===== src/rtl/multi_waveform_oscillator_core_macros.svh =====
// ----------------------------------------------------------------------------
// Assertion macros for the oscillator core
// Concurrent checks, compiled out when SYNTH is defined.
// ----------------------------------------------------------------------------
`ifndef MULTI_WAVEFORM_OSCILLATOR_CORE_MACROS_SVH
`define MULTI_WAVEFORM_OSCILLATOR_CORE_MACROS_SVH
`ifndef SYNTH
// Check a property at every rising edge outside reset
`define MWO_ASSERT(lbl, clk, rst_n, prop) \
  lbl: assert property (@(posedge clk) disable iff (!rst_n) prop) \
    else $error("mwo: assertion failed");
// Check a condition that must hold at every rising edge outside reset
`define MWO_INVARIANT(lbl, clk, rst_n, cond) \
  `MWO_ASSERT(lbl, clk, rst_n, cond)
`else
`define MWO_ASSERT(lbl, clk, rst_n, prop)
`define MWO_INVARIANT(lbl, clk, rst_n, cond)
`endif
`endif


===== src/rtl/mwo_pkg.sv =====
// ----------------------------------------------------------------------------
// mwo_pkg
// Shared constants, codes and types of the multi-waveform oscillator.
// ----------------------------------------------------------------------------
`default_nettype none

package mwo_pkg;

  // Field and register widths
  localparam int PHASE_BITS    = 32;
  localparam int STEP_BITS     = 32;
  localparam int AMP_BITS      = 16;
  localparam int WAVE_BITS     = 3;
  localparam int CFG_IDX_BITS  = 2;
  localparam int CFG_DATA_BITS = 32;
  localparam int SAMPLE_BITS   = 16;

  // Quarter-wave sine: index, polynomial fraction and operand widths
  localparam int TBL_DEPTH    = 1024;
  localparam int TBL_IDX_BITS = $clog2(TBL_DEPTH);
  localparam int K_BITS       = TBL_IDX_BITS + 1;
  localparam int FRAC_BITS    = 30;
  localparam int POLY_BITS    = FRAC_BITS + 1;
  localparam int X_SHIFT      = FRAC_BITS - TBL_IDX_BITS;

  // Waveform value in Q2.15, range [-1, +1] inclusive
  localparam int Q15_BITS = 15;
  localparam int VAL_BITS = Q15_BITS + 2;
  localparam logic signed [VAL_BITS-1:0] VAL_ONE = VAL_BITS'(2 ** Q15_BITS);

  // Gain stage
  localparam int SCALE_SHIFT = 31 - SAMPLE_BITS;
  localparam int PROD_BITS   = VAL_BITS + AMP_BITS + 1;

  // Noise generator
  localparam int LFSR_BITS = 32;
  localparam logic [LFSR_BITS-1:0] LFSR_SEED = 32'h0000_ACE1;
  localparam logic [LFSR_BITS-1:0] LFSR_TAPS = 32'h8020_0003;

  // Decoupling queue
  localparam int QDEPTH    = 4;
  localparam int QPTR_BITS = $clog2(QDEPTH);
  localparam int QCNT_BITS = QPTR_BITS + 1;

  // Reset value of the gain: unity
  localparam logic [AMP_BITS-1:0] AMP_RESET = AMP_BITS'(2 ** Q15_BITS);

  // Sine polynomial coefficients, fraction of 2^30
  localparam logic [POLY_BITS-1:0] COEF_A1 = 31'd1686629713;
  localparam logic [POLY_BITS-1:0] COEF_A3 = 31'd693598668;
  localparam logic [POLY_BITS-1:0] COEF_A5 = 31'd85569305;
  localparam logic [POLY_BITS-1:0] COEF_A7 = 31'd5026994;

  typedef enum logic [WAVE_BITS-1:0] {
    WAVE_SINE     = 3'd0,
    WAVE_SAW      = 3'd1,
    WAVE_SQUARE   = 3'd2,
    WAVE_TRIANGLE = 3'd3,
    WAVE_NOISE    = 3'd4
  } mwo_wave_t;

  typedef enum logic [CFG_IDX_BITS-1:0] {
    CFG_PHASE_STEP = 2'd0,
    CFG_AMPLITUDE  = 2'd1,
    CFG_WAVEFORM   = 2'd2,
    CFG_BYPASS     = 2'd3
  } mwo_cfg_idx_t;

  typedef struct packed {
    logic [STEP_BITS-1:0] phase_step;
    logic [AMP_BITS-1:0]  amplitude;
    logic [WAVE_BITS-1:0] waveform;
    logic                 bypass;
  } mwo_cfg_t;

  // One classified tick: either a sine polynomial evaluation or a ready-made value
  typedef struct packed {
    logic                       is_sine;
    logic                       neg;
    logic [K_BITS-1:0]          k;
    logic signed [VAL_BITS-1:0] value;
    logic                       last;
  } mwo_op_t;

endpackage

`default_nettype wire


===== src/rtl/mwo_if.sv =====
// ----------------------------------------------------------------------------
// mwo_in_if / mwo_out_if
// Valid/ready channels for tick items and sample items.
// ----------------------------------------------------------------------------
`default_nettype none

interface mwo_in_if;
  logic valid;
  logic ready;
  logic restart_phase;
  logic block_last;

  modport source (output valid, output restart_phase, output block_last, input ready);
  modport sink (input valid, input restart_phase, input block_last, output ready);
endinterface


`default_nettype wire


===== src/rtl/mwo_front.sv =====
// ----------------------------------------------------------------------------
// mwo_front
// Accept ticks, run the phase accumulator and noise LFSR, classify each tick.
// ----------------------------------------------------------------------------
`default_nettype none
`include "multi_waveform_oscillator_core_macros.svh"

module mwo_front (
  input  logic             clk,
  input  logic             rst_n,
  mwo_in_if.sink           in_ch,
  input  mwo_pkg::mwo_cfg_t cfg,
  input  logic             q_ready,
  output logic             q_push,
  output mwo_pkg::mwo_op_t q_op
);
  import mwo_pkg::*;

  logic [PHASE_BITS-1:0]   phase_r;
  logic [PHASE_BITS-1:0]   phase_nxt;
  logic [PHASE_BITS-1:0]   ph_cur;
  logic [LFSR_BITS-1:0]    lfsr_r;
  logic [LFSR_BITS-1:0]    lfsr_nxt;
  logic [LFSR_BITS-1:0]    lfsr_step;
  logic [1:0]              quarter;
  logic [TBL_IDX_BITS-1:0] tbl_idx;
  logic [Q15_BITS-1:0]     p15;
  logic                    low_half;
  logic [VAL_BITS-1:0]     tri_u;
  logic                    noise_sel;

  assign in_ch.ready = q_ready;
  assign q_push      = in_ch.valid && q_ready;

  // Phase seen by this tick, after an optional restart
  assign ph_cur   = in_ch.restart_phase ? '0 : phase_r;
  assign quarter  = ph_cur[PHASE_BITS-1 -: 2];
  assign tbl_idx  = ph_cur[PHASE_BITS-3 -: TBL_IDX_BITS];
  assign p15      = ph_cur[PHASE_BITS-1 -: Q15_BITS];
  assign low_half = !p15[Q15_BITS-1];
  assign tri_u    = {1'b0, p15[Q15_BITS-2:0], 2'b00};

  // Galois LFSR, shift right
  assign lfsr_step = (lfsr_r >> 1) ^ (lfsr_r[0] ? LFSR_TAPS : '0);
  assign noise_sel = (cfg.waveform == WAVE_NOISE);

  // Classify the tick
  always_comb begin
    q_op.is_sine = 1'b0;
    q_op.neg     = quarter[1];
    q_op.k       = quarter[0] ? (K_BITS'(TBL_DEPTH) - {1'b0, tbl_idx}) : {1'b0, tbl_idx};
    q_op.value   = '0;
    q_op.last    = in_ch.block_last;
    if (!cfg.bypass) begin
      case (cfg.waveform)
        WAVE_SINE: begin
          q_op.is_sine = 1'b1;
        end
        WAVE_SAW: begin
          q_op.value = $signed({1'b0, p15, 1'b0}) - VAL_ONE;
        end
        WAVE_SQUARE: begin
          q_op.value = low_half ? VAL_ONE : -VAL_ONE;
        end
        WAVE_TRIANGLE: begin
          q_op.value = low_half ? ($signed(tri_u) - VAL_ONE) : (VAL_ONE - $signed(tri_u));
        end
        WAVE_NOISE: begin
          q_op.value = $signed({1'b0, lfsr_step[LFSR_BITS-1 -: 16]}) - VAL_ONE;
        end
        default: begin
          q_op.value = '0;
        end
      endcase
    end
  end

  // Advance phase unless bypassed; step noise only when it is used
  always_comb begin
    phase_nxt = phase_r;
    lfsr_nxt  = lfsr_r;
    if (q_push) begin
      phase_nxt = cfg.bypass ? ph_cur : ph_cur + PHASE_BITS'(cfg.phase_step);
      if (!cfg.bypass && noise_sel) begin
        lfsr_nxt = lfsr_step;
      end
    end
  end

  always_ff @(posedge clk) begin
    if (!rst_n) begin
      phase_r <= '0;
      lfsr_r  <= LFSR_SEED;
    end else begin
      phase_r <= phase_nxt;
      lfsr_r  <= lfsr_nxt;
    end
  end

  `MWO_ASSERT(a_bypass_hold, clk, rst_n, q_push && cfg.bypass && !in_ch.restart_phase |=> phase_r == $past(phase_r))
  `MWO_INVARIANT(a_lfsr_live, clk, rst_n, lfsr_r != '0)

endmodule

`default_nettype wire


===== src/flat_wrapper.sv =====
// flat-port wrapper written by rule: the top's interface ports become plain ports
module mwo_front_flat import mwo_pkg::*;
  (clk, rst_n, cfg, q_ready, q_push, q_op, in_ch_valid, in_ch_restart_phase, in_ch_block_last, in_ch_ready);
  mwo_in_if in_ch_i ();
  input  logic clk;
  input  logic rst_n;
  input  mwo_pkg::mwo_cfg_t cfg;
  input  logic q_ready;
  output logic q_push;
  output mwo_pkg::mwo_op_t q_op;
  input wire logic [$bits(in_ch_i.valid)-1:0] in_ch_valid;
  input wire logic [$bits(in_ch_i.restart_phase)-1:0] in_ch_restart_phase;
  input wire logic [$bits(in_ch_i.block_last)-1:0] in_ch_block_last;
  output wire logic [$bits(in_ch_i.ready)-1:0] in_ch_ready;
  assign in_ch_i.valid = in_ch_valid;
  assign in_ch_i.restart_phase = in_ch_restart_phase;
  assign in_ch_i.block_last = in_ch_block_last;
  assign in_ch_ready = in_ch_i.ready;
  mwo_front u_core (.clk(clk), .rst_n(rst_n), .in_ch(in_ch_i), .cfg(cfg), .q_ready(q_ready), .q_push(q_push), .q_op(q_op));
endmodule

===== config.mk =====
export PLATFORM = sky130hd
export DESIGN_NAME = mwo_front_flat
export DESIGN_NICKNAME = d
export VERILOG_FILES = /design/src/rtl/mwo_pkg.sv /design/src/rtl/mwo_if.sv /design/src/rtl/mwo_front.sv /design/src/flat_wrapper.sv
export VERILOG_INCLUDE_DIRS = /design/src /design/src/rtl
export SDC_FILE = /design/constraint.sdc
export NUM_CORES = 1
export LEC_CHECK = 0
export BUFFER_PORTS_ARGS = -buffer_cell sky130_fd_sc_hd__buf_4
export CORE_UTILIZATION = 55
export CTS_CLUSTER_DIAMETER = 80
export DETAILED_ROUTE_END_ITERATION = 16
export GPL_ROUTABILITY_DRIVEN = 0
export PLACE_DENSITY = 0.78
export SKIP_CTS_REPAIR_TIMING = 1
export SYNTH_ARGS = -nofsm -noshare
export SYNTH_HDL_FRONTEND = slang
export SYNTH_SLANG_ARGS = --single-unit

===== constraint.sdc =====
create_clock -name clk -period 8.7 [get_ports clk]
set_clock_uncertainty 0.1 [all_clocks]
set_input_delay 0.435 -clock clk [delete_from_list [all_inputs] [get_ports clk]]
set_output_delay 0.435 -clock clk [all_outputs]
set_load 0.005 [all_outputs]

==> out/summary.txt, run 1 <==
Synth unique cells -> 73
VDD IR max -> 0.114 mV
Global Route met2 Usage -> 48.9%
Cell taking the most area after synthesis -> dfxtp_1
Initial antenna violation count -> 0
Yosys warnings -> 0
CTS clk-pin slew, worst paths -> 80 ps
Total congestion overflow -> 0
Setup tns final -> 0 ps
Met3 GRT Util -> 5.52%
Area contributors post-synth -> dfxtp_1 (24%), nand2_1 (7.4%), nor2b_1 (5.7%), ha_1 (5.5%), xnor2_1 (5.5%)
Pwr Density -> 125 mW/mm^2
Setup slack after layout -> 4820 ps
Synthesized area per cell -> 7.28 um^2
Clock Sinks -> 64
All-Layer GR Usage -> 29.4%
Outcome -> completed
Slew Viols, Final -> 0
Clock Tree Root -> clkbuf_8
Synth top cells by count -> nand2_1 (107), nor2_1 (71), dfxtp_1 (64)
Worst path top cell family by delay -> compound AO/OA/AOI/OAI gates
Critical Path AT -> 4020 ps
Nets -> 855
Initial Util -> 57.8%
CTS buffer count -> 9
Worst EP required -> 8840 ps
P_leak -> 2.48 nW
Crit-path slowest cell -> buf_4
Vias in the first global route -> 5111
Final wirelength -> 14800 um
Slew headroom -> 31.4%
Achievable Freq -> 258 MHz
Largest net degree at the start of global routing -> 76
Hold Vio Cnt, Final -> 0
Antenna viol nets, final -> 0
Critical path buffers and inverters -> 1
Final setup viols -> 0
Share of cells above drive strength 1 -> 14.2%
Port bufs -> 72
Gr busiest metal -> met2
Die width -> 101 um
Fin crit share -> 44.6%
Ant diodes -> 0
Reg2reg path depth -> 13
Maximum fanout along the worst path -> 75
CP Class -> in -> reg
Fill count -> 855
RSZ-0062 raised after global routing -> false
Synthesized area -> 0.00541 mm^2
CP Capture Point -> u_core.phase_r[28]$_SDFFE_PN0P_
Final HPWL DP -> 10500 um
Via count -> 5602
Worst Hold Slack -> 343 ps
Initial DRC Count -> 512
Area Growth Syn to Fin -> 13.2%
Max stage delay on crit path -> 570 ps
Area fraction of the dominant cell type after synthesis -> 23.7%
Worst skew pair latency -> 370 ps
WP depth -> 14
Sequential cell area fraction in the yosys report -> 23.7%
CTS Buffer Depth -> 2
Post-layout util -> 65.4%
M1 GR Usage -> 38.1%
Crit start category -> input pin
MaxCap Viol Count -> 0
CTS tree -> built
Top_reg_cell synth -> dfxtp_1
CP most frequent cell -> nor2b_1
Place WS -> 4610 ps
Cells after Synth -> 743
Residual DRC -> 0
Min Tclk post-route -> 3880 ps
Least-Margin Pin Slew -> 1020 ps
Worst r2r dst -> u_core.phase_r[28]$_SDFFE_PN0P_
Synth async-reset ratio -> 0%
Core box area -> 0.00937 mm^2
Placed insts -> 890
Multi-input logic area -> 0.00380 mm^2
Register Area -> 0.00128 mm^2
Vias per std cell -> 6.18
Reg2Reg Setup Slack -> 5210 ps
Fin cells -> 906
Synthesized net count -> 826
H-tree Lvls -> 3
Die H -> 101 um
Count leader, synth -> nand2_1
CP cell instances -> buf_4, nor2b_1, ha_1, fa_1, a21oi_1, o22ai_1, o211ai_2, a211oi_4, o31a_4, o211ai_1, o211ai_4, a311o_1, a32oi_1, nor2b_1
First-pass GRT wire length -> 23800 um
Hold Crit Class -> in -> reg
DRT Pass-1 Iters -> 9
# IOs -> 91
Number of flops mapped to enable cells by yosys -> 0
Worst r2r src -> u_core.phase_r[0]$_SDFFE_PN0P_
Crit end category -> flop
Yosys reg bits -> 64
CP startpoint -> in_ch_restart_phase
Full die area -> 0.0102 mm^2
Wire per inst -> 16.4 um
Row count -> 35
-- routing by layer --
metal / part of all wire [%] / vias to the layer above
met5: 0 / -
met3: 7.1 / 26
met2: 47 / 254
met4: 1.8 / 0
li1: - / 2695
met1: 44 / 2627
-- cells by family (layout without fill, tap and decap cells) --
| family | Yosys count | after routing | synth area share, % |
|---|---|---|---|
| AO/OA/AOI/OAI | 220 | 220 | 28.1 |
| XOR/XNOR | 53 | 53 | 8.92 |
| adder cells (fa/ha/maj) | 30 | 30 | 6.87 |
| buffers and inverters | 80 | 114 | 6.17 |
| flip-flops | 64 | 64 | 23.7 |
| multiplexers | 3 | 3 | 0.578 |
| AND/OR/NAND/NOR | 293 | 293 | 25.7 |
-- worst reg2reg max path: stages, from the launching register on --
cell and delay [ps]:
dfxtp_1 310, nor2b_1 120, ha_1 250, fa_1 410
a21oi_1 230, o22ai_1 160, o211ai_2 280, a211oi_4 130
o31a_4 330, o211ai_1 160, o211ai_4 160, a311o_1 400
a32oi_1 250, nor2b_1 70
-- where the power goes --
group | switching, W | internal [W]
clock | 0.000140 | 0.000165
combinational | 0.0000861 | 0.0000621
sequential | 0.0000113 | 0.000299
-- worst min path at each step --
| stage | from | to | depth (start not counted) |
|---|---|---|---|
| global route | rst_n | u_core.lfsr_r[15]$_SDFFE_PN1P_ | 2 |
| finish | cfg[20] | u_core.phase_r[0]$_SDFFE_PN0P_ | 4 |
| global placement | u_core.lfsr_r[3]$_SDFFE_PN0P_ | u_core.lfsr_r[2]$_SDFFE_PN0P_ | 2 |
| floorplan | u_core.lfsr_r[13]$_SDFFE_PN1P_ | u_core.lfsr_r[12]$_SDFFE_PN0P_ | 2 |
| CTS | u_core.lfsr_r[4]$_SDFFE_PN0P_ | u_core.lfsr_r[3]$_SDFFE_PN0P_ | 2 |
| detailed placement | u_core.lfsr_r[4]$_SDFFE_PN0P_ | u_core.lfsr_r[3]$_SDFFE_PN0P_ | 2 |
-- flip-flops by register name (all words and copies together) (netlist names) --
register / count
u_core.lfsr_r: 32
u_core.phase_r: 32
-- stage by stage --
stage | area, um^2 | total power (W)
4_1_cts | 6130 | 0.000763
2_1_floorplan | 5410 | 0.000419
3_5_place_dp | 5900 | 0.000462
6_report | 6130 | 0.000763
3_3_place_gp | 5900 | 0.000457
5_1_grt | 6130 | 0.000795
-- placed cells by master, fill, tap and decap left out, types with 18 or more instances in the layout --
cell type  count
nor2_1        70
xnor2_1       34
o21ai_0       44
inv_1         20
nor2b_1       49
a21oi_1       51
xor2_1        18
buf_4         76
dfxtp_1       64
a22oi_1       23
nand2_1      107
nand3_1       19
ha_1          24
-- layout make-up --
cell class,count,area share [%]
Sequential cell,64,20.9
Clock inverter,7,1.72
Multi-Input combinational cell,599,62.0
Clock buffer,9,2.02
Inverter,22,1.39
Tap cell,129,2.63
Timing Repair Buffer,76,9.31
(Power assumes the default switching activity.)
==> run 2: changes to the inputs <==
Settings changed: ABC_AREA set to 1, CORE_UTILIZATION 55 to 53.
Clock period 8.7 ns to 3.28 ns, I/O delays scaled along.
==> out/summary.txt, run 2 <==
Outcome -> completed
Count leader, synth -> nand2_1
RSZ-0062 raised after global routing -> false
Area contributors post-synth -> dfxtp_1 (22%), nand2_1 (19%), inv_1 (9.0%), a21oi_1 (8.4%), nor2_1 (7.1%)
MaxCap Viol Count -> 0
CTS tree -> built
Number of flops mapped to enable cells by yosys -> 0
CTS clk-pin slew, worst paths -> 80 ps
# IOs -> 91
Die H -> 108 um
Min Tclk post-route -> 2640 ps
VDD IR max -> 0.403 mV
Dpl cell area -> 0.00654 mm^2
Vias in the first global route -> 5822
Die width -> 108 um
Commonest cells after routing, fill and taps aside -> nand2_1 (306), inv_1 (143), nor2_1 (113)
Via count -> 6728
Fin crit share -> 80.6%
Final wirelength -> 17100 um
Vias per std cell -> 5.39
Initial antenna violation count -> 0
Final instance area -> 0.00677 mm^2
Synth unique cells -> 42
Crit start category -> input pin
Antenna viol nets, final -> 0
Clock Sinks -> 64
Share of cells above drive strength 1 -> 12.0%
CP Class -> in -> out
Most common cell after layout, fill and taps aside -> nand2_1
Ant diodes -> 0
Worst skew pair latency -> 380 ps
Initial DRC Count -> 582
Clock Tree Root -> clkbuf_8
Final HPWL DP -> 13000 um
Post-layout util -> 62.2%
Synth top cells by count -> nand2_1 (306), inv_1 (143), nor2_1 (113)
DRT Pass-1 Iters -> 5
Crit-path slowest cell -> inv_4
Slew headroom -> 29.2%
All-Layer GR Usage -> 30.5%
Core box area -> 0.0109 mm^2
Crit end category -> output pin
Biggest regs -> u_core.lfsr_r x32, u_core.phase_r x32
Critical Path AT -> 2380 ps
Initial Util -> 54.5%
CTS Buffer Depth -> 2
Row count -> 38
Multi-input logic area -> 0.00391 mm^2
Synthesized area per cell -> 5.66 um^2
Synthesized net count -> 1132
Hold Vio Cnt, Final -> 0
Cell taking the most area after synthesis -> dfxtp_1
Largest net degree at the start of global routing -> 53
Area Growth Syn to Fin -> 14.1%
Top_reg_cell synth -> dfxtp_1
Yosys warnings -> 0
Residual DRC -> 0
CP cell instances -> buf_4, inv_4, nand2_1, ha_1, nand2_1, nor2_1, nand2_1, o21ai_1, a21oi_1, o21ai_0, a31oi_1, buf_4
Synthesized area -> 0.00593 mm^2
H-tree Lvls -> 3
Final setup viols -> 0
Wire per inst -> 13.7 um
CP most frequent cell -> nand2_1
Full die area -> 0.0116 mm^2
Hold Crit Class -> in -> reg
Maximum fanout along the worst path -> 34
Synth async-reset ratio -> 0%
Achievable Freq -> 378 MHz
Sequential cell area fraction in the yosys report -> 21.6%
Register Area -> 0.00128 mm^2
Pwr Density -> 309 mW/mm^2
First-pass GRT wire length -> 27800 um
CTS buffer count -> 9
Total power -> 0.00209 W
Port bufs -> 72
Total congestion overflow -> 0
Nets -> 1187
Slew Viols, Final -> 0
Fill count -> 1121
P_leak -> 3.64 nW
Area fraction of the dominant cell type after synthesis -> 21.6%
Setup tns final -> 0 ps
Cells after Synth -> 1049
Max stage delay on crit path -> 380 ps
Yosys reg bits -> 64
Least-Margin Pin Slew -> 1050 ps
Worst EP required -> 3020 ps
## run 2: changes by cell type after synthesis, moves of 42 or more
cell and change:
a21oi_1 +49, nor2_1 +42, nand2_1 +199, nand3_1 +57, inv_1 +123, nor2b_1 -49
## run 2: path summary, 6_finish.rpt
path / from / depth (start not counted) / slack, ps / endpoint
min reg2reg: u_core.lfsr_r[15]$_SDFFE_PN1P_ / 2 / 360 / u_core.lfsr_r[15]$_SDFFE_PN1P_
min: rst_n / 2 / 70 / u_core.lfsr_r[6]$_SDFFE_PN1P_
max: in_ch_restart_phase / 12 / 640 / q_op[14]
max reg2reg: u_core.phase_r[0]$_SDFFE_PN0P_ / 16 / 820 / u_core.phase_r[30]$_SDFFE_PN0P_
## run 2: area by class of cell
| type | instances | share of cell area [%] |
|---|---|---|
| Timing Repair Buffer | 80 | 8.87 |
| Clock inverter | 7 | 1.52 |
| Inverter | 152 | 8.47 |
| Clock buffer | 9 | 1.83 |
| Multi-Input combinational cell | 797 | 57.8 |
| Tap cell | 140 | 2.59 |
| Sequential cell | 64 | 18.9 |
## run 2: cells by family (layout without fill, tap and decap cells)
kind of cell / Yosys count / count (layout) / synth area share [%]
AND/OR/NAND/NOR: 547 / 547 / 39.0
flip-flops: 64 / 64 / 21.6
AO/OA/AOI/OAI: 208 / 208 / 19.0
buffers and inverters: 188 / 248 / 12.5
XOR/XNOR: 16 / 16 / 2.36
adder cells (fa/ha/maj): 25 / 25 / 5.40
multiplexers: 1 / 1 / 0.169
## run 2: metal layers
layer  share of wire, %  global-route usage (%)  vias up
li1                   -                       -     3491
met3                6.7                    5.63       31
met2                 44                    47.8      242
met1                 47                    41.1     2964
met4                2.9                    11.5        0
met5                  0                       0        -
## run 2: critical path: cells and delay by family
kind	cells	cell delay [ps]
AND/OR/NAND/NOR	4	570
adder cells (fa/ha/maj)	1	340
AO/OA/AOI/OAI	4	570
buffers and inverters	3	710
## run 2: where the power goes
part	total (W)	switching [W]	internal [W]
Combinational	0.000462	0.000301	0.000161
Clock	0.000809	0.000374	0.000435
Sequential	0.000820	0.0000190	0.000801
## run 2: stage by stage
stage	cells	hold slack [ps]	worst slack [ps]
after CTS	1249	56.6	715
after floorplan	1049	258	1100
after global routing	1249	91.1	469
after global placement	1233	228	660
after detailed placement	1233	228	650
final	1249	68.8	638
