===== src/rtl/multi_waveform_oscillator_core_macros.svh =====
// ----------------------------------------------------------------------------
// Assertion macros for the oscillator core
// Concurrent checks, compiled out when SYNTH is defined.
// ----------------------------------------------------------------------------
`ifndef MULTI_WAVEFORM_OSCILLATOR_CORE_MACROS_SVH
`define MULTI_WAVEFORM_OSCILLATOR_CORE_MACROS_SVH
`ifndef SYNTH
// Check a property at every rising edge outside reset
`define MWO_ASSERT(lbl, clk, rst_n, prop) \
  lbl: assert property (@(posedge clk) disable iff (!rst_n) prop) \
    else $error("mwo: assertion failed");
// Check a condition that must hold at every rising edge outside reset
`define MWO_INVARIANT(lbl, clk, rst_n, cond) \
  `MWO_ASSERT(lbl, clk, rst_n, cond)
`else
`define MWO_ASSERT(lbl, clk, rst_n, prop)
`define MWO_INVARIANT(lbl, clk, rst_n, cond)
`endif
`endif


===== src/rtl/mwo_pkg.sv =====
// ----------------------------------------------------------------------------
// mwo_pkg
// Shared constants, codes and types of the multi-waveform oscillator.
// ----------------------------------------------------------------------------
`default_nettype none

package mwo_pkg;

  // Field and register widths
  localparam int PHASE_BITS    = 32;
  localparam int STEP_BITS     = 32;
  localparam int AMP_BITS      = 16;
  localparam int WAVE_BITS     = 3;
  localparam int CFG_IDX_BITS  = 2;
  localparam int CFG_DATA_BITS = 32;
  localparam int SAMPLE_BITS   = 16;

  // Quarter-wave sine: index, polynomial fraction and operand widths
  localparam int TBL_DEPTH    = 1024;
  localparam int TBL_IDX_BITS = $clog2(TBL_DEPTH);
  localparam int K_BITS       = TBL_IDX_BITS + 1;
  localparam int FRAC_BITS    = 30;
  localparam int POLY_BITS    = FRAC_BITS + 1;
  localparam int X_SHIFT      = FRAC_BITS - TBL_IDX_BITS;

  // Waveform value in Q2.15, range [-1, +1] inclusive
  localparam int Q15_BITS = 15;
  localparam int VAL_BITS = Q15_BITS + 2;
  localparam logic signed [VAL_BITS-1:0] VAL_ONE = VAL_BITS'(2 ** Q15_BITS);

  // Gain stage
  localparam int SCALE_SHIFT = 31 - SAMPLE_BITS;
  localparam int PROD_BITS   = VAL_BITS + AMP_BITS + 1;

  // Noise generator
  localparam int LFSR_BITS = 32;
  localparam logic [LFSR_BITS-1:0] LFSR_SEED = 32'h0000_ACE1;
  localparam logic [LFSR_BITS-1:0] LFSR_TAPS = 32'h8020_0003;

  // Decoupling queue
  localparam int QDEPTH    = 4;
  localparam int QPTR_BITS = $clog2(QDEPTH);
  localparam int QCNT_BITS = QPTR_BITS + 1;

  // Reset value of the gain: unity
  localparam logic [AMP_BITS-1:0] AMP_RESET = AMP_BITS'(2 ** Q15_BITS);

  // Sine polynomial coefficients, fraction of 2^30
  localparam logic [POLY_BITS-1:0] COEF_A1 = 31'd1686629713;
  localparam logic [POLY_BITS-1:0] COEF_A3 = 31'd693598668;
  localparam logic [POLY_BITS-1:0] COEF_A5 = 31'd85569305;
  localparam logic [POLY_BITS-1:0] COEF_A7 = 31'd5026994;

  typedef enum logic [WAVE_BITS-1:0] {
    WAVE_SINE     = 3'd0,
    WAVE_SAW      = 3'd1,
    WAVE_SQUARE   = 3'd2,
    WAVE_TRIANGLE = 3'd3,
    WAVE_NOISE    = 3'd4
  } mwo_wave_t;

  typedef enum logic [CFG_IDX_BITS-1:0] {
    CFG_PHASE_STEP = 2'd0,
    CFG_AMPLITUDE  = 2'd1,
    CFG_WAVEFORM   = 2'd2,
    CFG_BYPASS     = 2'd3
  } mwo_cfg_idx_t;

  typedef struct packed {
    logic [STEP_BITS-1:0] phase_step;
    logic [AMP_BITS-1:0]  amplitude;
    logic [WAVE_BITS-1:0] waveform;
    logic                 bypass;
  } mwo_cfg_t;

  // One classified tick: either a sine polynomial evaluation or a ready-made value
  typedef struct packed {
    logic                       is_sine;
    logic                       neg;
    logic [K_BITS-1:0]          k;
    logic signed [VAL_BITS-1:0] value;
    logic                       last;
  } mwo_op_t;

endpackage

`default_nettype wire


===== src/rtl/mwo_queue.sv =====
// ----------------------------------------------------------------------------
// mwo_queue
// Short FIFO of classified ticks between the front and the back end.
// ----------------------------------------------------------------------------
`default_nettype none
`include "multi_waveform_oscillator_core_macros.svh"

module mwo_queue (
  input  logic             clk,
  input  logic             rst_n,
  input  logic             push,
  input  mwo_pkg::mwo_op_t push_op,
  output logic             push_ready,
  input  logic             pop,
  output logic             pop_valid,
  output mwo_pkg::mwo_op_t pop_op
);
  import mwo_pkg::*;

  mwo_op_t              q_r [QDEPTH];
  logic [QPTR_BITS-1:0] wr_ptr_r;
  logic [QPTR_BITS-1:0] rd_ptr_r;
  logic [QCNT_BITS-1:0] cnt_r;
  logic [QCNT_BITS-1:0] cnt_nxt;
  logic                 do_push;
  logic                 do_pop;

  assign push_ready = (cnt_r != QCNT_BITS'(QDEPTH));
  assign pop_valid  = (cnt_r != '0);
  assign pop_op     = q_r[rd_ptr_r];
  assign do_push    = push && push_ready;
  assign do_pop     = pop && pop_valid;

  // Track fill level
  always_comb begin
    cnt_nxt = cnt_r;
    if (do_push && !do_pop) begin
      cnt_nxt = cnt_r + QCNT_BITS'(1);
    end else if (do_pop && !do_push) begin
      cnt_nxt = cnt_r - QCNT_BITS'(1);
    end
  end

  // Advance pointers
  always_ff @(posedge clk) begin
    if (!rst_n) begin
      wr_ptr_r <= '0;
      rd_ptr_r <= '0;
      cnt_r    <= '0;
    end else begin
      cnt_r <= cnt_nxt;
      if (do_push) begin
        wr_ptr_r <= wr_ptr_r + QPTR_BITS'(1);
      end
      if (do_pop) begin
        rd_ptr_r <= rd_ptr_r + QPTR_BITS'(1);
      end
    end
  end

  // Store entries
  always_ff @(posedge clk) begin
    if (do_push) begin
      q_r[wr_ptr_r] <= push_op;
    end
  end

  `MWO_INVARIANT(a_q_bound, clk, rst_n, cnt_r <= QCNT_BITS'(QDEPTH))
  `MWO_ASSERT(a_q_fill, clk, rst_n, do_push && !do_pop |=> cnt_r == $past(cnt_r) + QCNT_BITS'(1))

endmodule

`default_nettype wire


===== config.mk =====
export PLATFORM = sky130hd
export DESIGN_NAME = mwo_queue
export DESIGN_NICKNAME = d
export VERILOG_FILES = /design/src/rtl/mwo_pkg.sv /design/src/rtl/mwo_queue.sv
export VERILOG_INCLUDE_DIRS = /design/src /design/src/rtl
export SDC_FILE = /design/constraint.sdc
export NUM_CORES = 1
export LEC_CHECK = 0
export BUFFER_PORTS_ARGS = -buffer_cell sky130_fd_sc_hd__buf_2
export CAP_MARGIN = 20
export CORE_ASPECT_RATIO = 0.75
export CORE_MARGIN = 2
export CORE_UTILIZATION = 53
export CTS_BUF_LIST = sky130_fd_sc_hd__clkbuf_4 sky130_fd_sc_hd__clkbuf_8
export CTS_CLUSTER_SIZE = 10
export DETAILED_ROUTE_END_ITERATION = 10
export PLACE_DENSITY = 0.87
export REMOVE_ABC_BUFFERS = 1
export SLEW_MARGIN = 20
export SYNTH_ARGS = -nofsm -noshare
export SYNTH_HDL_FRONTEND = slang
export SYNTH_SLANG_ARGS = --single-unit

===== constraint.sdc =====
create_clock -name clk -period 1.98 [get_ports clk]
set_clock_uncertainty 0.15 [all_clocks]
set_input_delay 0.099 -clock clk [delete_from_list [all_inputs] [get_ports clk]]
set_output_delay 0.099 -clock clk [all_outputs]
set_load 0.02 [all_outputs]

==> metrics list, run 1 <==
- Outcome: complete, but fails checks
* Failing checks: setup timing
- At the worst endpoint, the arrival time is 1740 ps.
- In this run the static leakage power is 2.30 nW.
- Max-capacitance violation count: 0
* Endpoint type of the worst setup path: output pin
* CTS tree: done
- The number of global-route vias before repair is 2,589.
- Mapped Cells: 209
- In the final layout, the share of cells above drive strength 1 is 45.5%.
- The count of final max-slew check failures is 0.
- Before antenna repair, the detailed router went through 4 iterations.
* Number of antenna cells inserted: 0
- Gr usage total: 17.7%
- Global-route wire length before repair: 12.7 mm
* FMAX: 502 MHz
- In the routed layout, each cell is associated on average with a via count of 5.21.
- Total detailed-routing wirelength: 9.26 mm
* Worst vdd ir: 0.661 mV
- Slew Limit Headroom: 81.9%
* Hold Path Sink: wr_ptr_r[0]
- DPL Wire Length: 5.21 mm
- Buffers inserted during post-CTS setup optimization: 0
* Grt total ovfl: 0
- Iteration-0 DRC count of the detailed router: 154
- Height of the die: 87.9 um
- Final GP Congestion: 0.710
- CTS clock-pin slew for the worst setup and hold paths: 60 ps
* Starting density of the core: 54.8%
- Cell type with the highest aggregate area in the netlist: sky130_fd_sc_hd__edfxtp_1
- Summed over its instances, the top area cell type makes up 74.8% of the synthesized netlist area.
- Unrepaired setup endpoints after global routing: true
* Total die area: 10,200 sq um
- Setup violations remaining at the end of the flow were counted as 7.
* Netlist area before placement: 4980 sq um
* Tot Pwr: 0.00832 W
- Sequential share of the synthesized area: 78.4%
- Entering global routing, the biggest net connects 32 pins.
* Cells taking the most area after synthesis: sky130_fd_sc_hd__edfxtp_1, sky130_fd_sc_hd__mux4_2, sky130_fd_sc_hd__dfxtp_1
- The worst path in the final design needs a cycle of 1990 ps, including I/O delays and setup.
- The cell sitting at the root of the clock tree is a sky130_fd_sc_hd__clkbuf_8.
- Worst reg2reg path depth: 7
- Pwr Density: 1270 nW/um^2
* Worst hold path startpoint: push
- Post-route core utilization: 72.4%
* Worst R2R Setup Slack: -10 ps
* Horizontal die dimension: 116 um
* Crit Reg-Reg Startpoint: cnt_r[1]
- Net count of the finished layout: 385
* Via count: 2,523
- In this run the number of H-tree levels came out at 4.
- After detailed routing, the number of remaining DRC violations is 0.
- Post-detailed-route wirelength per cell: 19.1 um
* Bufs on Longest Clock Path: 2
* Growth of design area from synthesis to finish: 32.0%
- DRT antenna net count: 0
- Setup WS pre-CTS: -97.7 ps
* Skew-Pair Late Insertion Delay: 430 ps
- Reg2reg end: cnt_r[2]
- For the worst setup path, the data required time is 1730 ps.
- Post-Synthesis Mean Instance Area: 23.8 sq um
* Count of final hold-check violations: 0
- After layout, the worst setup slack is -12.9 ps.
* Period Utilization, post-route: 101%
- Element type at the critical path start: flop
- Count of standard-cell rows: 30
- HP Class: in2reg
- During synthesis, Yosys emitted a total of 0 warnings.
- Unique cell type count in the Yosys netlist: 23
- Seq cells post-synth: 133
- Type of the worst setup path: reg2out
- In this run the count of I/O pins placed on the die edge is 68.
* Critical-path maximum fanout: 6
- In this run the standard cell core region covers 9080 sq um.
- During placement, the flow inserted port buffers numbering 67.
* Hold path cells: 4
- Counting the buffers created by CTS gives 17.
* Measured slew at the worst slew-check pin: 271 ps
- Initial antenna violation count: 0
* Sink Count: 133
cell type report:
type / instances / area (sq um)
repair buffers: 123 / 1110
inverters: 3 / 11.3
flip-flops and latches: 133 / 3910
well taps: 128 / 160
multi-input cells: 66 / 1020
fillers: 546 / 2510
clock inverters: 12 / 114
clock buffers: 19 / 249
metal layers:
metal / part of all wire, % / vias up / GRT usage [%]
met5: 0 / - / 0
li1: - / 1137 / -
met2: 52 / 72 / 30.2
met1: 42 / 1301 / 21.2
met4: 1.2 / 0 / 6.71
met3: 4.3 / 13 / 6.09
cells by family (layout without fill, tap and decap cells):
| family | count (synthesis) | after routing | share of synthesized area [%] |
|---|---|---|---|
| xor gates and xnor gates | 4 | 4 | 0.704 |
| muxes | 34 | 34 | 14.7 |
| adders and majority gates | 6 | 6 | 1.66 |
| and+or+nand+nor | 17 | 17 | 1.88 |
| buffers and inverters | 10 | 157 | 1.28 |
| AOI/OAI and AO/OA | 5 | 5 | 1.38 |
| DFF | 133 | 133 | 78.4 |
where the power goes:
| part | internal [W] | switching (W) | total, W | leakage, nW |
|---|---|---|---|---|
| sequential | 0.00343 | 0.000159 | 0.00359 | 1.21 |
| clock | 0.00111 | 0.000960 | 0.00207 | 0.184 |
| combinational | 0.00141 | 0.00125 | 0.00266 | 0.902 |
state kept, by name (all words and copies together), names as in the netlist, named ones only:
signal / flops
wr_ptr_r: 2
rd_ptr_r: 2
cnt_r: 3
q_r: 124
cells in the mapped netlist:
library cell	number
sky130_fd_sc_hd__inv_1	3
sky130_fd_sc_hd__clkbuf_1	1
sky130_fd_sc_hd__o31ai_4	1
sky130_fd_sc_hd__mux4_1	1
sky130_fd_sc_hd__mux4_2	30
sky130_fd_sc_hd__fa_1	1
sky130_fd_sc_hd__ha_1	5
sky130_fd_sc_hd__mux2i_1	3
sky130_fd_sc_hd__nand2_1	5
sky130_fd_sc_hd__a21boi_4	1
sky130_fd_sc_hd__dfxtp_1	9
sky130_fd_sc_hd__xor2_1	1
sky130_fd_sc_hd__edfxtp_1	124
sky130_fd_sc_hd__buf_2	3
sky130_fd_sc_hd__and2_1	8
sky130_fd_sc_hd__or3_1	2
sky130_fd_sc_hd__o21ai_0	1
sky130_fd_sc_hd__o311ai_2	1
sky130_fd_sc_hd__xnor2_1	3
sky130_fd_sc_hd__a21boi_1	1
sky130_fd_sc_hd__nor2_2	1
sky130_fd_sc_hd__nor2b_1	1
sky130_fd_sc_hd__buf_6	3
how the worst max path moves through the flow:
stage	from	endpoint	cells past startpoint
2_1_floorplan	flop	pop_op[26]	1
3_3_place_gp	cnt_r[1]	cnt_r[2]	8
3_5_place_dp	cnt_r[1]	cnt_r[2]	8
4_1_cts	cnt_r[0]	cnt_r[2]	7
5_1_grt	cnt_r[2]	cnt_r[2]	7
6_report	flop	pop_op[6]	3
layout by cell type, fill, tap and decap left out, types with 2 or more instances in the layout:
master	instances
sky130_fd_sc_hd__clkbuf_4	2
sky130_fd_sc_hd__and2_2	4
sky130_fd_sc_hd__buf_2	51
sky130_fd_sc_hd__clkinv_1	5
sky130_fd_sc_hd__xnor2_1	3
sky130_fd_sc_hd__clkbuf_16	3
sky130_fd_sc_hd__ha_1	4
sky130_fd_sc_hd__dfxtp_4	2
sky130_fd_sc_hd__edfxtp_1	124
sky130_fd_sc_hd__buf_4	10
sky130_fd_sc_hd__dfxtp_2	2
sky130_fd_sc_hd__buf_6	17
sky130_fd_sc_hd__or3_1	2
sky130_fd_sc_hd__mux4_2	31
sky130_fd_sc_hd__dlygate4sd3_1	33
sky130_fd_sc_hd__clkinv_2	2
sky130_fd_sc_hd__inv_1	2
sky130_fd_sc_hd__buf_12	9
sky130_fd_sc_hd__dfxtp_1	5
sky130_fd_sc_hd__mux2i_1	3
sky130_fd_sc_hd__clkbuf_8	17
sky130_fd_sc_hd__and2_1	4
sky130_fd_sc_hd__bufinv_16	2
sky130_fd_sc_hd__clkinv_4	2
sky130_fd_sc_hd__nand2_1	5
timing repair:
action	CTS	global route
cloned	0	4
pin swaps	3	2
endpoints found under the hold margin	133	0
endpoints found under the setup margin	14	17
gates resized for setup	10	33
hold buffers	33	0
stage by stage:
stage	instance area (sq um)	TNS (ps)	cells	hold slack (ps)
final	6570	-48.6	484	38.8
after global routing	6570	-1270	484	54.3
after CTS	6390	-45.5	480	19.8
after detailed placement	5670	-97.7	416	168
after global placement	5670	-65.4	416	161
after floorplan	4930	-33590	202	47.9
worst max-delay path, stage by stage, from the launching register on:
cell	delay (ps)
sky130_fd_sc_hd__dfxtp_4	450
sky130_fd_sc_hd__clkbuf_16	190
sky130_fd_sc_hd__mux4_2	500
sky130_fd_sc_hd__buf_2	180
No activity file was read; power rests on OpenSTA's default activity.
==> run 2, diff against run 1 <==
- PLACE_DENSITY: 0.87 -> 0.84
==> run 2 against run 1 <==
The run still ends with setup timing left. Critical path depth up 4. Largest power group unchanged. Total power up 4.7%. Register-to-register slack worse by 20 ps. Critical path type is now reg2reg. Count of clock-buffer cells in the layout down 1. Critical endpoint is now cnt_r[2]. Largest cell class unchanged. Sequential cell count unchanged.
==> metrics list, run 2 (synthesis gave the netlist of run 1 again) <==
- Horizontal die dimension: 116 um
* Via count: 2,542
- Bufs on Longest Clock Path: 2
- The count of final max-slew check failures was 0.
- CTS clock-pin slew for the worst setup and hold paths: 70 ps
- Sink Count: 133
- Max-capacitance violation count: 0
* Skew-Pair Late Insertion Delay: 420 ps
* Global-route wire length before repair: 13.4 mm
- Endpoint type of the worst setup path: flop
- The library cell used most frequently in the layout, excluding fill and tap cells, is sky130_fd_sc_hd__edfxtp_1.
* Total detailed-routing wirelength: 9.38 mm
- Outcome: complete, but fails checks
- In the routed design, unresolved DRC markers number 0.
- For this configuration, the core starts out at a cell density of 54.8%.
- Gr usage total: 18.5%
- Core area: 9080 sq um
- The setup path with the least slack is of type reg2reg.
- Subtracting the final worst setup slack from the clock period gives 2010 ps.
* Total die area: 10,200 sq um
* Net count of the finished layout: 394
- Post-route core utilization: 74.2%
* Reg with most FFs: q_r
- The number of antenna violations at the first check in global routing came to 0.
* Growth of design area from synthesis to finish: 35.3%
- Dividing the detail-routed via count by the number of cells gives 5.15.
- Clk root buf: sky130_fd_sc_hd__clkbuf_8
- CTS tree: done
* Maximum number of pins on one net before global-route repair: 18
- DPL Wire Length: 5.36 mm
- Setup violations remaining at the end of the flow were counted as 5.
- Cts bufs inserted: 17
* DRT antenna net count: 0
- At the pin with the least slew margin, the transition time is 251 ps.
- Element type at the critical path start: flop
* Number of cells in the finished layout apart from fillers: 494
* Period Utilization, post-route: 102%
- Count of port buffers added during placement: 67
* Unrepaired setup endpoints after global routing: true
- At the worst endpoint, the required time is 2170 ps.
* Height of the die: 87.9 um
* Detailed Routing Iterations Pass 1: 6
- Crit path DAT: 2200 ps
- Cell leakage power: 2.37 nW
- Pwr Density: 1290 nW/um^2
- The tightest min-delay check is of the in2reg type.
- Number of top-level pins: 68
* Max reg flops: 124
* Failing checks: setup timing
- Critical-path maximum fanout: 3
* H-tree level count: 4
- After the first detailed-routing iteration, the DRC count stood at 164.
- The number of global-route vias before repair came to 2,657.
- Dividing the detail-routed wire length by the instance count gives 19.0 um.
- Global routing finished with a remaining overflow of 0.
- In the post-route analysis, the smallest setup slack over all paths is -31.1 ps.
- The worst-case IR drop observed on VDD is 0.950 mV.
- Slew Limit Headroom: 83.3%
- Timing would allow up to 497 MHz.
* Fraction of layout cells with a size suffix above 1: 46.2%
- Leading registers by flop count: q_r (124), cnt_r (3)
* Count of standard-cell rows: 30
- Routability-driven placement finished with a final weighted congestion of 0.693.
* Number of antenna cells inserted: 0
- Including well taps, the total number of placed cells is 415.
* Most frequent cells in the layout: sky130_fd_sc_hd__edfxtp_1, sky130_fd_sc_hd__buf_2, sky130_fd_sc_hd__dlygate4sd3_1
- The number of hold violations in the final report came to 0.
==> run 2: cell count changes in the layout (fill, tap and decap cells not counted), moves of 4 or more <==
| cell | change |
|---|---|
| sky130_fd_sc_hd__buf_2 | -10 |
| sky130_fd_sc_hd__buf_6 | +10 |
| sky130_fd_sc_hd__dlygate4sd3_1 | +7 |
| sky130_fd_sc_hd__buf_4 | +4 |
==> run 2: final timing paths <==
path / start / endpoint / slack [ps] / cells past startpoint
worst max-delay path: cnt_r[1] / cnt_r[2] / -30 / 7
worst min-delay path: push / cnt_r[1] / 230 / 5
worst max register to register: cnt_r[1] / cnt_r[2] / -30 / 7
worst min register to register: rd_ptr_r[1] / flop / 480 / 2
==> run 2: report_power, final <==
part / switching [W] / internal, W / leakage [nW]
clock network: 0.00101 / 0.00125 / 0.195
logic: 0.00131 / 0.00157 / 0.962
registers: 0.000149 / 0.00343 / 1.21
total: 0.00247 / 0.00625 / 2.37
==> run 2: cell type report <==
type	count	area, sq um
clock buffer	18	241
tap	128	160
timing repair buffer	132	1230
inverter	3	11.3
multi-input combinational	66	1020
fill	520	2350
clock inverter	14	160
sequential	133	3920
==> run 2: what timing repair did <==
item | in CTS | in global routing
hold endpoints to repair | 133 | 0
setup endpoints to repair | 13 | 28
cloned | 0 | 3
hold buffers | 40 | 0
buffers inserted | 3 | 1
pin swaps | 3 | 2
gates resized for setup | 7 | 57
==> run 2: metal layers <==
layer | up-vias | part of all wire [%] | track usage [%]
met1 | 1298 | 41 | 23.1
met2 | 80 | 53 | 31.0
met3 | 8 | 4.9 | 6.09
li1 | 1156 | - | -
met4 | 0 | 1.0 | 6.93
met5 | - | 0 | 0
==> run 2: worst max-delay path, cell delays in order (launching register included) <==
cell and delay [ps]:
sky130_fd_sc_hd__dfxtp_2 340, sky130_fd_sc_hd__o31ai_4 260, sky130_fd_sc_hd__ha_2 230, sky130_fd_sc_hd__inv_2 40, sky130_fd_sc_hd__fa_2 320, sky130_fd_sc_hd__xor2_1 150, sky130_fd_sc_hd__or3_1 310, sky130_fd_sc_hd__a21boi_1 140
==> run 2: metrics by stage <==
step | hold slack (ps) | setup slack (ps) | area, sq um | setup TNS (ps) | power, W
4_1_cts | 172 | -39.1 | 6490 | -73.4 | 0.00823
6_report | 234 | -31.1 | 6740 | -39.2 | 0.00872
3_3_place_gp | 161 | -11.1 | 5650 | -11.1 | 0.00582
5_1_grt | 252 | -115 | 6740 | -1780 | 0.00910
2_1_floorplan | 47.9 | -481 | 4930 | -33590 | 0.00502
3_5_place_dp | 167 | -85.3 | 5650 | -85.3 | 0.00587
==> run 3, diff against run 2 <==
- RECOVER_POWER: not set -> 50
==> run 3 against run 2 <==
The flow still finishes with violations (setup timing). Design area is 0.80% lower. Combinational power hardly changed. Global-route usage stayed put. Highest routed layer unchanged.
==> metrics list, run 3 (synthesis gave the netlist of run 1 again) <==
- Outcome: complete, but fails checks
- Failing checks: setup timing
* Worst vdd ir: 0.951 mV
- The later pin in the worst-skew pair is clocked with a latency of 420 ps.
- The number of global-route vias before repair came to 2,657.
* Horizontal die dimension: 116 um
- Total die area: 10,200 sq um
- For the finished layout, the period the worst path requires is 2010 ps.
- Number of antenna cells inserted: 0
- Max-capacitance violation count: 0
- Setup repair after global routing could not meet its margin everywhere.
- Detailed Routing Iterations Pass 1: 4
- Slew Limit Headroom: 70.0%
* Type of the worst setup path: reg2reg
- Height of the die: 87.9 um
* Max Slew Vio Count: 0
* Bufs on Longest Clock Path: 2
* DPL Wire Length: 5.36 mm
- Pwr Density: 1300 nW/um^2
- Period Utilization, post-route: 102%
* Number of top-level pins: 68
- Growth of design area from synthesis to finish: 34.2%
- The multi-input combinational cells in the finished layout cover a total of 1020 sq um.
- In the final layout, the registers with the most flip-flops are q_r (124), cnt_r (3).
- Max reg flops: 124
- Post-detailed-route DRC marker count: 0
- Starting density of the core: 54.8%
* Clk root buf: sky130_fd_sc_hd__clkbuf_8
- Gr usage total: 18.5%
- Grt total ovfl: 0
- Count of standard-cell rows: 30
- Final setup violation count: 4
- Dividing the detail-routed via count by the number of cells gives 5.17.
- After detailed placement, the total cell area comes to 5650 sq um.
- Summing all flip-flop and latch instances after layout gives 3920 sq um.
- The tightest min-delay check is of the in2reg type.
- Leaving out filler cells and counting taps, the final layout contains 494.
- Total of fill cells in the finished design: 541
- Post-detailed-route wirelength per cell: 19.0 um
- STA classifies the critical path startpoint as a flop.
* Sink Count: 133
* Global-route wire length before repair: 13.4 mm
- Of the cells placed in the final design, the portion with a size suffix greater than 1 is 37.7%.
- Summed over all layers, the routed wires come to 9.40 mm.
- Buffers placed on the I/O ports in this run total 67.
* Net count of the finished layout: 394
- DRT antenna net count: 0
* Crit path DAT: 2200 ps
* Worst Setup Slack, final: -30.6 ps
- Iteration-0 DRC count of the detailed router: 166
- Along the worst path, the maximum fanout reaches 3.
* Measured slew at the worst slew-check pin: 451 ps
* Cell leakage power: 2.28 nW
* H-tree level count: 4
- CTS clock-pin slew for the worst setup and hold paths: 70 ps
* Endpoint type of the worst setup path: flop
- The core region is 9080 sq um.
* Initial antenna violation count: 0
- Final total negative setup slack: -33.0 ps
* Count of final hold-check violations: 0
- Timing would allow up to 497 MHz.
- The number of placed instances, taps included, is 415.
* CTS tree: done
* Post-route design area: 6680 sq um
- The congestion estimate from routability-driven global placement came to 0.693.
- Data on the critical path is required at its endpoint by 2170 ps.
- Cts bufs inserted: 17
- Via count: 2,553
- Leaving out fill and tap cells, the most frequent cell in the layout is sky130_fd_sc_hd__edfxtp_1.
- Most frequent cells in the layout: sky130_fd_sc_hd__edfxtp_1, sky130_fd_sc_hd__dlygate4sd3_1, sky130_fd_sc_hd__mux4_2, sky130_fd_sc_hd__clkbuf_1, sky130_fd_sc_hd__buf_6
* Reg with most FFs: q_r
- Maximum number of pins on one net before global-route repair: 18
==> run 3: area by class of cell <==
class                           instances  share of cell area [%]
Multi-Input combinational cell         66                    15.2
Tap cell                              128                    2.40
Inverter                                3                   0.168
Clock buffer                           18                    3.61
Sequential cell                       133                    58.6
Clock inverter                         14                    2.40
Timing Repair Buffer                  132                    17.6
==> run 3: worst paths after layout <==
kind               startpoint        to  slack, ps  cells after the start
hold / removal           push  cnt_r[1]        240                      5
hold reg to reg   rd_ptr_r[1]      flop        480                      2
setup / recovery     cnt_r[1]  cnt_r[2]        -30                      7
setup reg to reg     cnt_r[1]  cnt_r[2]        -30                      7
==> run 3: power breakdown <==
part / internal (W) / switching [W] / total (W) / leakage, nW
sequential: 0.00343 / 0.000150 / 0.00358 / 1.21
clock: 0.00125 / 0.00100 / 0.00225 / 0.195
combinational: 0.00156 / 0.00131 / 0.00287 / 0.874
==> run 3: stage by stage <==
step	hold WS [ps]	power, W	util (%)	setup WS [ps]
3_5_place_dp	167	0.00587	62.2	-85.3
2_1_floorplan	47.9	0.00502	-	-481
5_1_grt	252	0.00909	73.6	-115
6_report	236	0.00870	73.6	-30.6
4_1_cts	172	0.00823	71.4	-39.1
3_3_place_gp	161	0.00582	62.2	-11.1
==> run 3: worst max-delay path: stages, from the launching register on <==
cell and delay [ps]:
sky130_fd_sc_hd__dfxtp_2 340, sky130_fd_sc_hd__o31ai_4 260, sky130_fd_sc_hd__ha_2 230, sky130_fd_sc_hd__inv_2 40, sky130_fd_sc_hd__fa_2 320, sky130_fd_sc_hd__xor2_1 150
sky130_fd_sc_hd__or3_1 310, sky130_fd_sc_hd__a21boi_1 140
==> run 3: routing by layer <==
metal  GRT usage, %  vias to the layer above  wire (um)
met2           31.0                       85       4930
met4           6.93                        0         76
met3           6.09                        8        448
li1               -                     1156          -
met5              0                        -          0
met1           23.1                     1304       3940
==> run 3: what timing repair did <==
action / 4_1_cts / 5_1_grt
setup buffers: 3 / 1
gates cloned: 0 / 3
setup endpoints to repair: 13 / 28
gates resized for setup: 7 / 57
hold buffers: 40 / 0
pin swaps: 3 / 2
endpoints found under the hold margin: 133 / 0
